--- config.mk ---
export PLATFORM = sky130hd
export DESIGN_NAME = set_assoc_cache_replacement_core
export DESIGN_NICKNAME = d
export VERILOG_FILES = /design/src/rtl/core/sacr_pkg.sv /design/src/rtl/core/sacr_ram.sv /design/src/rtl/core/set_assoc_cache_replacement_core.sv
export VERILOG_INCLUDE_DIRS = /design/src /design/src/rtl/core
export SDC_FILE = /design/constraint.sdc
export NUM_CORES = 1
export LEC_CHECK = 0
export ABC_AREA = 1
export BUFFER_PORTS_ARGS = -buffer_cell sky130_fd_sc_hd__buf_2
export CAP_MARGIN = 20
export CORE_MARGIN = 2
export CORE_UTILIZATION = 35
export CTS_CLUSTER_DIAMETER = 150
export CTS_CLUSTER_SIZE = 10
export DETAILED_ROUTE_END_ITERATION = 8
export GPL_ROUTABILITY_DRIVEN = 0
export GPL_TIMING_DRIVEN = 1
export PLACE_DENSITY_LB_ADDON = 0.08
export SETUP_SLACK_MARGIN = 0.2
export SYNTH_ARGS = -nofsm -noshare
export SYNTH_HDL_FRONTEND = slang
export SYNTH_SLANG_ARGS = --single-unit
--- constraint.sdc ---
create_clock -name clk -period 5.5 [get_ports clk]
set_input_delay 0.275 -clock clk [delete_from_list [all_inputs] [get_ports clk]]
set_output_delay 0.275 -clock clk [all_outputs]
set_load 0.1 [all_outputs]
--- src/rtl/core/set_assoc_cache_replacement_core_defines.svh ---
// Assertion macros for the cache replacement core
`ifndef SET_ASSOC_CACHE_REPLACEMENT_CORE_DEFINES_SVH
`define SET_ASSOC_CACHE_REPLACEMENT_CORE_DEFINES_SVH
`ifndef SYNTHESIS
`define SACR_ASSERT(lbl, expr, msg) \
  lbl: assert property (@(posedge clk) disable iff (rst) (expr)) else $error(msg);
`define SACR_ASSERT_IMPL(lbl, pre, post, msg) \
  lbl: assert property (@(posedge clk) disable iff (rst) (pre) |-> (post)) else $error(msg);
`define SACR_ASSERT_NEXT(lbl, pre, post, msg) \
  lbl: assert property (@(posedge clk) disable iff (rst) (pre) |=> (post)) else $error(msg);
`else
`define SACR_ASSERT(lbl, expr, msg)
`define SACR_ASSERT_IMPL(lbl, pre, post, msg)
`define SACR_ASSERT_NEXT(lbl, pre, post, msg)
`endif
`endif

--- src/rtl/core/sacr_pkg.sv ---
`default_nettype none

package sacr_pkg;

  localparam int ADDRESS_W     = 16;
  localparam int SET_INDEX_W   = 2;
  localparam int WAY_OUT_W     = 2;
  localparam int WORD_OFFSET_W = 2;
  localparam int COUNT_W       = 16;
  localparam int POLICY_W      = 2;

  localparam int DEF_NUM_BLOCKS      = 16;
  localparam int DEF_NUM_WAYS        = 4;
  localparam int DEF_WORDS_PER_BLOCK = 4;
  localparam int DEF_ADDR_BITS       = 16;
  localparam int DEF_AGE_BITS        = 16;

  localparam logic [POLICY_W-1:0] POLICY_FIFO = 2'd0;
  localparam logic [POLICY_W-1:0] POLICY_LRU  = 2'd1;
  localparam logic [POLICY_W-1:0] POLICY_MRU  = 2'd2;

endpackage

`default_nettype wire

--- src/rtl/core/sacr_ram.sv ---
`default_nettype none

module sacr_ram #(
  parameter int WIDTH = 8,
  parameter int DEPTH = 4
) (
  input  logic                                         clk,
  input  logic                                         we,
  input  logic [((DEPTH > 1) ? $clog2(DEPTH) : 1)-1:0] waddr,
  input  logic [WIDTH-1:0]                             wdata,
  input  logic [((DEPTH > 1) ? $clog2(DEPTH) : 1)-1:0] raddr_a,
  output logic [WIDTH-1:0]                             rdata_a,
  input  logic [((DEPTH > 1) ? $clog2(DEPTH) : 1)-1:0] raddr_b,
  output logic [WIDTH-1:0]                             rdata_b
);

  logic [WIDTH-1:0] mem [DEPTH];

  always_ff @(posedge clk) begin
    if (we) begin
      mem[waddr] <= wdata;
    end
    rdata_a <= mem[raddr_a];
    rdata_b <= mem[raddr_b];
  end

endmodule

`default_nettype wire

--- src/rtl/core/set_assoc_cache_replacement_core.sv ---
// An accepted item passes through the states READ, LOOK and UPDATE before out_valid is set
// (set read, tag compare and age evaluation, victim select and write-back).
// No new item is accepted before the read-modify-write of one set row completes in UPDATE.
// Ages are kept as access stamps; one set per item is swept to mark saturated ages.
// Reset: synchronous; a clearing pass that writes each set in turn (four by default) follows,
// during which no item is accepted.
`default_nettype none
`include "set_assoc_cache_replacement_core_defines.svh"

module set_assoc_cache_replacement_core #(
  parameter int NUM_BLOCKS      = sacr_pkg::DEF_NUM_BLOCKS,
  parameter int NUM_WAYS        = sacr_pkg::DEF_NUM_WAYS,
  parameter int WORDS_PER_BLOCK = sacr_pkg::DEF_WORDS_PER_BLOCK,
  parameter int ADDR_BITS       = sacr_pkg::DEF_ADDR_BITS,
  parameter int AGE_BITS        = sacr_pkg::DEF_AGE_BITS
) (
  input  logic                                clk,
  input  logic                                rst,
  input  logic                                cfg_we,
  input  logic [sacr_pkg::POLICY_W-1:0]       cfg_wdata,
  input  logic                                in_valid,
  output logic                                in_ready,
  input  logic [sacr_pkg::ADDRESS_W-1:0]      address,
  output logic                                out_valid,
  input  logic                                out_ready,
  output logic                                hit,
  output logic [sacr_pkg::SET_INDEX_W-1:0]    set_index,
  output logic [sacr_pkg::WAY_OUT_W-1:0]      way,
  output logic [sacr_pkg::WORD_OFFSET_W-1:0]  word_offset,
  output logic                                evicted,
  output logic [sacr_pkg::COUNT_W-1:0]        hit_count,
  output logic [sacr_pkg::COUNT_W-1:0]        miss_count
);

  import sacr_pkg::*;

  localparam int WPB    = WORDS_PER_BLOCK;
  localparam int SETS   = ((NUM_BLOCKS / NUM_WAYS) > 0) ? (NUM_BLOCKS / NUM_WAYS) : 1;
  localparam int AW     = (ADDR_BITS < ADDRESS_W) ? ADDR_BITS : ADDRESS_W;
  localparam int OFF_W  = (WPB > 1) ? $clog2(WPB) : 1;
  localparam int SET_W  = (SETS > 1) ? $clog2(SETS) : 1;
  localparam int WAY_W  = (NUM_WAYS > 1) ? $clog2(NUM_WAYS) : 1;
  localparam int WAYS_P = 1 << WAY_W;

  localparam longint ADDR_MAX = (64'd1 << AW) - 64'd1;
  localparam longint BLK_MAX  = ADDR_MAX / WPB;
  localparam int     TAG_DIV  = WPB * SETS;
  localparam longint TAG_MAX  = ADDR_MAX / TAG_DIV;
  localparam int     BLK_W    = (BLK_MAX > 0) ? $clog2(BLK_MAX + 1) : 1;
  localparam int     TAG_W    = (TAG_MAX > 0) ? $clog2(TAG_MAX + 1) : 1;

  localparam int     BLK_SH  = AW + $clog2(WPB);
  localparam longint BLK_MUL = ((64'd1 << BLK_SH) + WPB - 1) / WPB;
  localparam int     BLK_PW  = BLK_SH + BLK_W;
  localparam int     TAG_SH  = AW + $clog2(TAG_DIV);
  localparam longint TAG_MUL = ((64'd1 << TAG_SH) + TAG_DIV - 1) / TAG_DIV;
  localparam int     TAG_PW  = TAG_SH + TAG_W;

  localparam int               TS_W     = ((AGE_BITS > SET_W) ? AGE_BITS : SET_W) + 2;
  localparam logic [TS_W-1:0]  AGE_SAT  = TS_W'((64'd1 << AGE_BITS) - 64'd1);
  localparam logic [SET_W-1:0] SET_LAST = SET_W'(SETS - 1);

  typedef struct packed {
    logic             valid;
    logic             sat;
    logic [TAG_W-1:0] tag;
    logic [TS_W-1:0]  stamp;
  } line_t;

  typedef line_t [NUM_WAYS-1:0] row_t;

  typedef enum logic [2:0] {CLEAR, IDLE, READ, LOOK, UPDATE} state_t;

  state_t                              state;
  logic [POLICY_W-1:0]                 policy;
  logic [AW-1:0]                       addr_in;
  logic [AW-1:0]                       addr_q;
  logic [BLK_PW-1:0]                   blk_prod;
  logic [TAG_PW-1:0]                   tag_prod;
  logic [BLK_W-1:0]                    blk_q;
  logic [TAG_W-1:0]                    tag_q;
  logic [SET_W-1:0]                    set_calc;
  logic [SET_W-1:0]                    set_q;
  logic [OFF_W-1:0]                    word_q;
  logic [SET_W-1:0]                    ptr;
  logic [TS_W-1:0]                     now;
  row_t                                rd_a;
  row_t                                rd_b;
  row_t                                scrub_row;
  row_t                                upd_row;
  row_t                                ram_wdata;
  logic                                ram_we;
  logic [SET_W-1:0]                    ram_waddr;
  logic [NUM_WAYS-1:0]                 look_hit;
  logic [NUM_WAYS-1:0]                 look_valid;
  logic [NUM_WAYS-1:0][AGE_BITS-1:0]   look_age;
  logic [NUM_WAYS-1:0]                 hit_vec_q;
  logic [NUM_WAYS-1:0]                 valid_vec_q;
  logic [NUM_WAYS-1:0][AGE_BITS-1:0]   age_q;
  logic                                hit_any;
  logic                                all_valid;
  logic                                touch;
  logic                                upd_fire;
  logic                                miss_bump;
  logic [WAY_W-1:0]                    hit_way;
  logic [WAY_W-1:0]                    empty_way;
  logic [WAY_W-1:0]                    victim_way;
  logic [WAY_W-1:0]                    sel_way;

  function automatic logic [WAY_W-1:0] pick_way(
    input logic [NUM_WAYS-1:0][AGE_BITS-1:0] ages,
    input logic                              youngest
  );
    logic [WAYS_P-1:0][AGE_BITS-1:0] a;
    logic [WAYS_P-1:0][WAY_W-1:0]    idx;
    logic                            right;
    for (int i = 0; i < WAYS_P; i++) begin
      idx[i] = WAY_W'(i);
      if (i < NUM_WAYS) begin
        a[i] = ages[i];
      end else begin
        a[i] = youngest ? '1 : '0;
      end
    end
    for (int l = 0; l < WAY_W; l++) begin
      for (int i = 0; i < (WAYS_P >> (l + 1)); i++) begin
        right  = youngest ? (a[2*i+1] < a[2*i]) : (a[2*i+1] > a[2*i]);
        a[i]   = right ? a[2*i+1] : a[2*i];
        idx[i] = right ? idx[2*i+1] : idx[2*i];
      end
    end
    return idx[0];
  endfunction

  assign addr_in   = AW'(address);
  assign blk_prod  = BLK_PW'(addr_in) * BLK_PW'(BLK_MUL);
  assign tag_prod  = TAG_PW'(addr_in) * TAG_PW'(TAG_MUL);
  assign set_calc  = SET_W'(blk_q - BLK_W'(BLK_W'(tag_q) * BLK_W'(SETS)));
  assign in_ready  = (state == IDLE);
  assign upd_fire  = (state == UPDATE) && (!out_valid || out_ready);
  assign miss_bump = upd_fire && !hit_any && (miss_count != '1);

  always_comb begin
    logic [TS_W-1:0] diff_a;
    logic [TS_W-1:0] diff_b;
    scrub_row = rd_b;
    for (int w = 0; w < NUM_WAYS; w++) begin
      diff_a        = now - rd_a[w].stamp;
      diff_b        = now - rd_b[w].stamp;
      look_hit[w]   = rd_a[w].valid && (rd_a[w].tag == tag_q);
      look_valid[w] = rd_a[w].valid;
      look_age[w]   = (rd_a[w].sat || (diff_a >= AGE_SAT)) ? '1 : diff_a[AGE_BITS-1:0];
      if (rd_b[w].valid && (diff_b >= AGE_SAT)) begin
        scrub_row[w].sat = 1'b1;
      end
    end
  end

  always_comb begin
    hit_any    = |hit_vec_q;
    all_valid  = &valid_vec_q;
    hit_way    = '0;
    empty_way  = '0;
    for (int w = NUM_WAYS - 1; w >= 0; w--) begin
      if (hit_vec_q[w]) begin
        hit_way = WAY_W'(w);
      end
      if (!valid_vec_q[w]) begin
        empty_way = WAY_W'(w);
      end
    end
    victim_way = pick_way(age_q, policy == POLICY_MRU);
    sel_way    = hit_any ? hit_way : (all_valid ? victim_way : empty_way);
    touch      = !hit_any || (policy != POLICY_FIFO);
    upd_row    = rd_a;
    for (int w = 0; w < NUM_WAYS; w++) begin
      if (age_q[w] == '1) begin
        upd_row[w].sat = 1'b1;
      end
      if ((WAY_W'(w) == sel_way) && touch) begin
        upd_row[w].valid = 1'b1;
        upd_row[w].sat   = 1'b0;
        upd_row[w].stamp = now;
        if (!hit_any) begin
          upd_row[w].tag = tag_q;
        end
      end
    end
  end

  always_comb begin
    ram_we    = 1'b0;
    ram_waddr = ptr;
    ram_wdata = '0;
    case (state)
      CLEAR: begin
        ram_we = 1'b1;
      end
      LOOK: begin
        ram_we    = (ptr != set_q);
        ram_wdata = scrub_row;
      end
      UPDATE: begin
        ram_we    = upd_fire;
        ram_waddr = set_q;
        ram_wdata = upd_row;
      end
      default: begin
        ram_we = 1'b0;
      end
    endcase
  end

  sacr_ram #(
    .WIDTH ($bits(row_t)),
    .DEPTH (SETS)
  ) u_ram (
    .clk     (clk),
    .we      (ram_we),
    .waddr   (ram_waddr),
    .wdata   (ram_wdata),
    .raddr_a (set_calc),
    .rdata_a (rd_a),
    .raddr_b (ptr),
    .rdata_b (rd_b)
  );

  always_ff @(posedge clk) begin
    if (rst) begin
      state      <= CLEAR;
      policy     <= POLICY_FIFO;
      ptr        <= '0;
      now        <= '0;
      out_valid  <= 1'b0;
      hit_count  <= '0;
      miss_count <= '0;
    end else begin
      if (cfg_we) begin
        policy <= cfg_wdata;
      end
      if (out_valid && out_ready && !upd_fire) begin
        out_valid <= 1'b0;
      end
      case (state)
        CLEAR: begin
          if (ptr == SET_LAST) begin
            ptr   <= '0;
            state <= IDLE;
          end else begin
            ptr <= ptr + SET_W'(1);
          end
        end
        IDLE: begin
          if (in_valid) begin
            addr_q <= addr_in;
            blk_q  <= blk_prod[BLK_SH +: BLK_W];
            tag_q  <= tag_prod[TAG_SH +: TAG_W];
            state  <= READ;
          end
        end
        READ: begin
          set_q  <= set_calc;
          word_q <= OFF_W'(addr_q - AW'(AW'(blk_q) * AW'(WPB)));
          state  <= LOOK;
        end
        LOOK: begin
          hit_vec_q   <= look_hit;
          valid_vec_q <= look_valid;
          age_q       <= look_age;
          state       <= UPDATE;
        end
        UPDATE: begin
          if (upd_fire) begin
            out_valid   <= 1'b1;
            hit         <= hit_any;
            set_index   <= SET_INDEX_W'(set_q);
            way         <= WAY_OUT_W'(sel_way);
            word_offset <= WORD_OFFSET_W'(word_q);
            evicted     <= !hit_any && all_valid;
            if (hit_any) begin
              if (hit_count != '1) begin
                hit_count <= hit_count + COUNT_W'(1);
              end
            end else if (miss_bump) begin
              miss_count <= miss_count + COUNT_W'(1);
            end
            now   <= now + TS_W'(1);
            ptr   <= (ptr == SET_LAST) ? '0 : ptr + SET_W'(1);
            state <= IDLE;
          end
        end
        default: begin
          state <= CLEAR;
        end
      endcase
    end
  end

  `SACR_ASSERT(a_single_hit, (state != UPDATE) || $onehot0(hit_vec_q), "tag held in two ways")
  `SACR_ASSERT(a_ptr_range, ptr <= SET_LAST, "sweep pointer beyond last set")
  `SACR_ASSERT_NEXT(a_miss_step, miss_bump, miss_count != $past(miss_count), "miss count held")
  `SACR_ASSERT_IMPL(a_hit_no_evict, out_valid, !(hit && evicted), "eviction reported on a hit")

endmodule

`default_nettype wire
[Word-level counts from Yosys, hierarchy flattened]
Memory sizes are Yosys's and may differ from the RTL's. A register that Yosys moved wholly into a read port is not among the register bits.
Cells that the tools add are included.
Cells by class
  multiplexer cells: 49
  reduce and logical (&&, ||, !) cells: 42
  eq/ne operators: 23
  bitwise operators: 2
  $lt $le $gt $ge: 14
  $add $sub $neg: 14
Operators by type and width (count)
  $pmux 128 s2: 1
  $ge 18x16->1 const B: 8
  $sub 18x18->18: 8
  $mux 32: 4
  $eq 16x16->1 const B: 4
  $eq 12x12->1: 4
  $gt 16x16->1: 3
  $lt 16x16->1: 3
  $mux 12: 4
  $add 16x1->16 const B: 2
  $mux 16: 2
  $ne 16x16->1 const B: 2
  $mux 2: 14
  $add 18x1->18 const B: 1
  $logic_and 1x1->1: 18
  $mux 1: 18
  $pmux 3 s5: 1
  $reduce_and 4->1: 3
  $mux 3: 3
  $reduce_and 3->1: 3
  $reduce_and 2->1: 4
  $eq 3x2->1 const B: 2
  $logic_or 1x1->1: 6
  $ne 2x2->1 const B: 3
  16 further kinds: 23
Word-level totals
  memories: 1
  logic and storage cells: 168
  output and inout port bits: 42
  memory bits (writable): 512
  register bits: 158
Memory list
  u_ram.mem: words 4, width 128, read ports 2, clocked after memory_dff 2, write ports 1, line sacr_ram.sv:17  | logic [WIDTH-1:0] mem [DEPTH];

[Depth between registers and ports, before layout]
  depth after elaboration: 12
  gate-level depth with buffers: 34
  gate-level depth less buffers: 32

[Modules after synthesis]
Synthesis repeated with hierarchy kept, for this count alone.
Unflattened totals
  cells, all modules: 6473
  area, all modules: 51211.6 um^2
Modules (own cells, without submodules)
  sacr_ram: cells each 3253, instances 1, area each 31089.8 um^2
  set_assoc_cache_replacement_core: cells each 3220, instances 1, area each 20121.8 um^2

[Least setup slack after synthesis]
No wires, ideal clock.
  path kind: register -> register
  start point: register state[0]
  end point: register age_q[0] (netlist bit), enable pin
  data arrival time: 3.991 ns
  cell stages (with the launch flop): 5
  clock period less this slack: 4.493 ns
  path buffers: 0
  data required time: 4.997 ns
  setup slack: 1.007 ns
  path through: dfxtp_1 -> inv_1 -> nor3_1 -> inv_1 -> nor2_1
On the way
  cells in the longest elaborated chain, start to end: 2
RTL lines
  start, declared: line set_assoc_cache_replacement_core.sv:74  | state_t state;
  start signal, assigned: line set_assoc_cache_replacement_core.sv:230  | state <= CLEAR;
  start signal, assigned: line set_assoc_cache_replacement_core.sv:248  | state <= IDLE;
  start signal, assigned: line set_assoc_cache_replacement_core.sv:258  | state <= READ;
  $eq 3x2->1: line set_assoc_cache_replacement_core.sv:244  | case (state)
  $reduce_and 2->1 (no source line)
  end signal, assigned: line set_assoc_cache_replacement_core.sv:269  | age_q <= look_age;
  end, declared: line set_assoc_cache_replacement_core.sv:99  | logic [NUM_WAYS-1:0][AGE_BITS-1:0] age_q;
Every way passes these cells.
A chain may end at the register's enable or synchronous reset.

==> flow_metrics.py <==
metrics = {
    "outcome": {
        "status": "complete, no violations",
    },
    "detailed_routing": {
        "finalWirelength_um": 172000,
        "first_pass_iters": 6,
        "post_drt_wl_per_cell_um": 23.4,
        "drt-initial-drc-count": 3701,
        "via_count": 39900,
        "drc": 0,
        "antenna_left": 0,
        "viasPerCell": 5.44,
    },
    "die": {
        "initial_utilization_pct": 35.2,
        "coreArea_sq_um": 135000,
        "ios": 65,
        "die_y_um": 373,
        "dieArea_sq_um": 139000,
        "fp.dieW_um": 373,
        "rows": 135,
    },
    "clock_tree": {
        "clk_latency_ns": 0.74,
        "cts_setup_buffers": 0,
        "cts_buffer_depth": 3,
        "cts_tree": "yes",
        "cts_made_buffers": 103,
        "cts_root_buf": "clkbuf_16",
        "h-tree-depth": 3,
        "clk_pin_slew_ns": 0.06,
        "cts_sinks": 926,
    },
    "setup_path": {
        "slowest_stage": "edfxtp_1",
        "startpoint_type": "flip-flop",
        "crit_path_end_kind": "flip-flop",
        "slowest_delay_ns": 0.43,
        "required_ns": 5.93,
        "crit_fanout": 33,
        "rr_endpoint": "u_ram.mem[2][75]",
        "r2r_slack_ns": 0.65,
        "crit_path_frequent_cell": "nand2_1",
        "critPathArrivalTime_ns": 5.28,
        "r2r_start": "age_q[31]",
        "r2r_cells": 31,
        "crit_type": "reg2reg",
    },
    "final_layout": {
        "fin_util_pct": 39.3,
        "area_growth_pct": 11.5,
        "diodes": 0,
        "layout_common_cells": "897 x nand2_1, 719 x nor2_1, 668 x o21ai_0",
        "finalNetCount": 5698,
        "final_common_cell": "nand2_1",
        "drive_gt1_share_pct": 5.48,
    },
    "run": {
        "drv_cap": 0,
    },
    "synthesis": {
        "synth_warnings": 0,
        "yosysSeqAreaShare_pct": 51.8,
        "synth_area_leaders": "edfxtp_1 39%, dfxtp_1 13%, nand2_1 7.1%",
        "synth_seq_cells": 926,
        "synthArstFlopShare_pct": 0,
        "synth_edf_count": 612,
        "synth_cells": 5494,
        "netlist_area_sq_um": 47600,
        "syn_avg_cell_area_sq_um": 8.66,
        "synth_area_leader_cell": "edfxtp_1",
        "yosysUniqueCellTypes": 60,
        "ys.flop_type": "edfxtp_1",
        "synth_top_area_share_pct": 38.6,
        "syn_nets": 5713,
    },
    "pwr": {
        "vdd_drop_max_uv": 382,
        "p_leak_nw": 22.0,
        "power.density_nw_per_um2": 435,
    },
    "global_routing": {
        "antenna_found_initial": 4,
        "grt_pass1_wl_um": 253000,
        "globalRouteOverflowTotal": 0,
        "grt.total_usage_pct": 24.2,
        "grt_start_max_net_pins": 157,
        "grt_pass1_vias": 38900,
    },
    "timing": {
        "setup-violations-final": 0,
        "layout_min_cycle_time_ns": 4.85,
        "slew_headroom_pct": 20.0,
        "rsz0062_at_grt": "no",
        "worst_pin_slew_ns": 1.19,
        "setup_tns_ns": 0,
        "min_period_over_period_pct": 88.2,
        "fin_ws_ns": 0.651,
        "fin_skew_ns": 0.0537,
        "finalHoldViolCount": 0,
        "maxSlewViolCount": 0,
        "fmax_ghz": 0.206,
    },
    "min_path": {
        "worstHoldStart": "rst",
        "hold_path_class": "in2reg",
        "holdPathEnd": "now[13]",
        "whs_path_depth": 3,
    },
    "place": {
        "dp_hpwl_um": 110000,
        "dp_slack_ns": 0.569,
        "portBuffers": 64,
    },
}
-- cells in the mapped netlist, types with 3 or more instances --
cell type  count
a2111oi_0      3
a211oi_1       3
a21boi_0       3
a21o_1        23
a21oi_1      192
a221oi_1       8
a31oi_1       11
buf_1         16
buf_2         33
buf_4         11
clkbuf_1     214
dfxtp_1      314
edfxtp_1     612
fa_1           8
ha_1         188
inv_1        539
inv_2          6
nand2_1      897
nand2_4        5
nand3_1      317
nand3_2        5
nand3b_1      23
nand4_1      157
nand4_2        3
nor2_1       721
nor2_2         8
nor2_4         5
nor3_1        26
nor3b_1        8
nor4_1        13
o2111ai_1      3
o21a_1        13
o21ai_0      672
o21ai_1        8
o21bai_1      15
o22ai_1      269
o31ai_1        4
o41ai_1        3
or2_2          3
xnor2_1       38
xor2_1        68
-- what timing repair did --
item / in CTS / in global routing
hold endpoints to repair: 22 / 0
gates resized for setup: 0 / 7
endpoints found under the setup margin: 0 / 298
hold buffers: 23 / 0
-- cell families after synthesis --
logic type                 Yosys count  synth area share (%)
xor gates and xnor gates           106                  1.95
and+or+nand+nor                   2204                  20.0
buffers and inverters              823                  6.68
DFF                                926                  51.8
AOI/OAI and AO/OA                 1239                  14.3
adders and majority gates          196                  5.28
-- worst max-delay path, delay by kind of cell (launching register included) --
family	cells	cell delay (ns)
buffers and inverters	3	0.39
adder cells (fa/ha/maj)	2	0.61
flip-flops	1	0.43
AND/OR/NAND/NOR	24	2.75
AO/OA/AOI/OAI	2	0.37
-- state kept, by name (all words and copies together), names as in the netlist --
name and flops:
way 2, now 18, ptr 2, state 3, miss_count 16, blk_q 2
set_index 2, evicted 1, word_offset 2, word_q 2, out_valid 1, u_ram.rdata_b 128
u_ram.mem 512, hit_vec_q 4, hit 1, policy 2, valid_vec_q 4, u_ram.rdata_a 128
tag_q 12, hit_count 16, set_q 2, age_q 64, addr_q 2
-- worst max path at each step --
stage          cells past startpoint  slack (ns)  startpoint               end
6_report                          31        0.65   age_q[31]  u_ram.mem[2][75]
5_1_grt                           32        0.34   age_q[15]  u_ram.mem[1][78]
4_1_cts                           31        0.55   age_q[31]  u_ram.mem[2][70]
3_5_place_dp                      31        0.57   age_q[31]  u_ram.mem[2][70]
3_3_place_gp                      29        0.47   age_q[27]  u_ram.mem[0][92]
2_1_floorplan                      4        1.01    state[0]          age_q[0]
-- stage by stage --
stage | power, W | hold WS, ns | cell area, sq um | instances
floorplan | 0.0144 | 0.374 | 47600 | 5494
global placement | 0.0168 | 0.405 | 49800 | 7132
detailed placement | 0.0167 | 0.406 | 49800 | 7132
CTS | 0.0232 | 0.0406 | 53100 | 7344
global route | 0.0243 | 0.0754 | 53100 | 7344
finish | 0.0231 | 0.119 | 53100 | 7344
-- power breakdown --
part,leakage (nW),switching [W],internal [W]
sequential,8.50,0.000928,0.00953
clock,1.43,0.00289,0.00352
combinational,12.1,0.00443,0.00179
-- metal layers --
metal | track usage, % | vias to the layer above | part of all wire (%)
li1 | - | 19000 | -
met1 | 31.8 | 19400 | 43
met2 | 40.7 | 1294 | 47
met3 | 3.39 | 290 | 5.8
met4 | 8.20 | 4 | 3.4
met5 | 0 | - | 0.0081
-- area by class of cell --
class / count / area, sq um
flip-flops and latches: 926 / 24700
inverters: 547 / 2100
clock buffers: 180 / 2870
repair buffers: 156 / 1290
well taps: 1781 / 2230
clock inverters: 9 / 150
multi-input cells: 3745 / 19800
fillers: 13700 / 82000
Note: power is estimated with default switching activity, not from simulation.
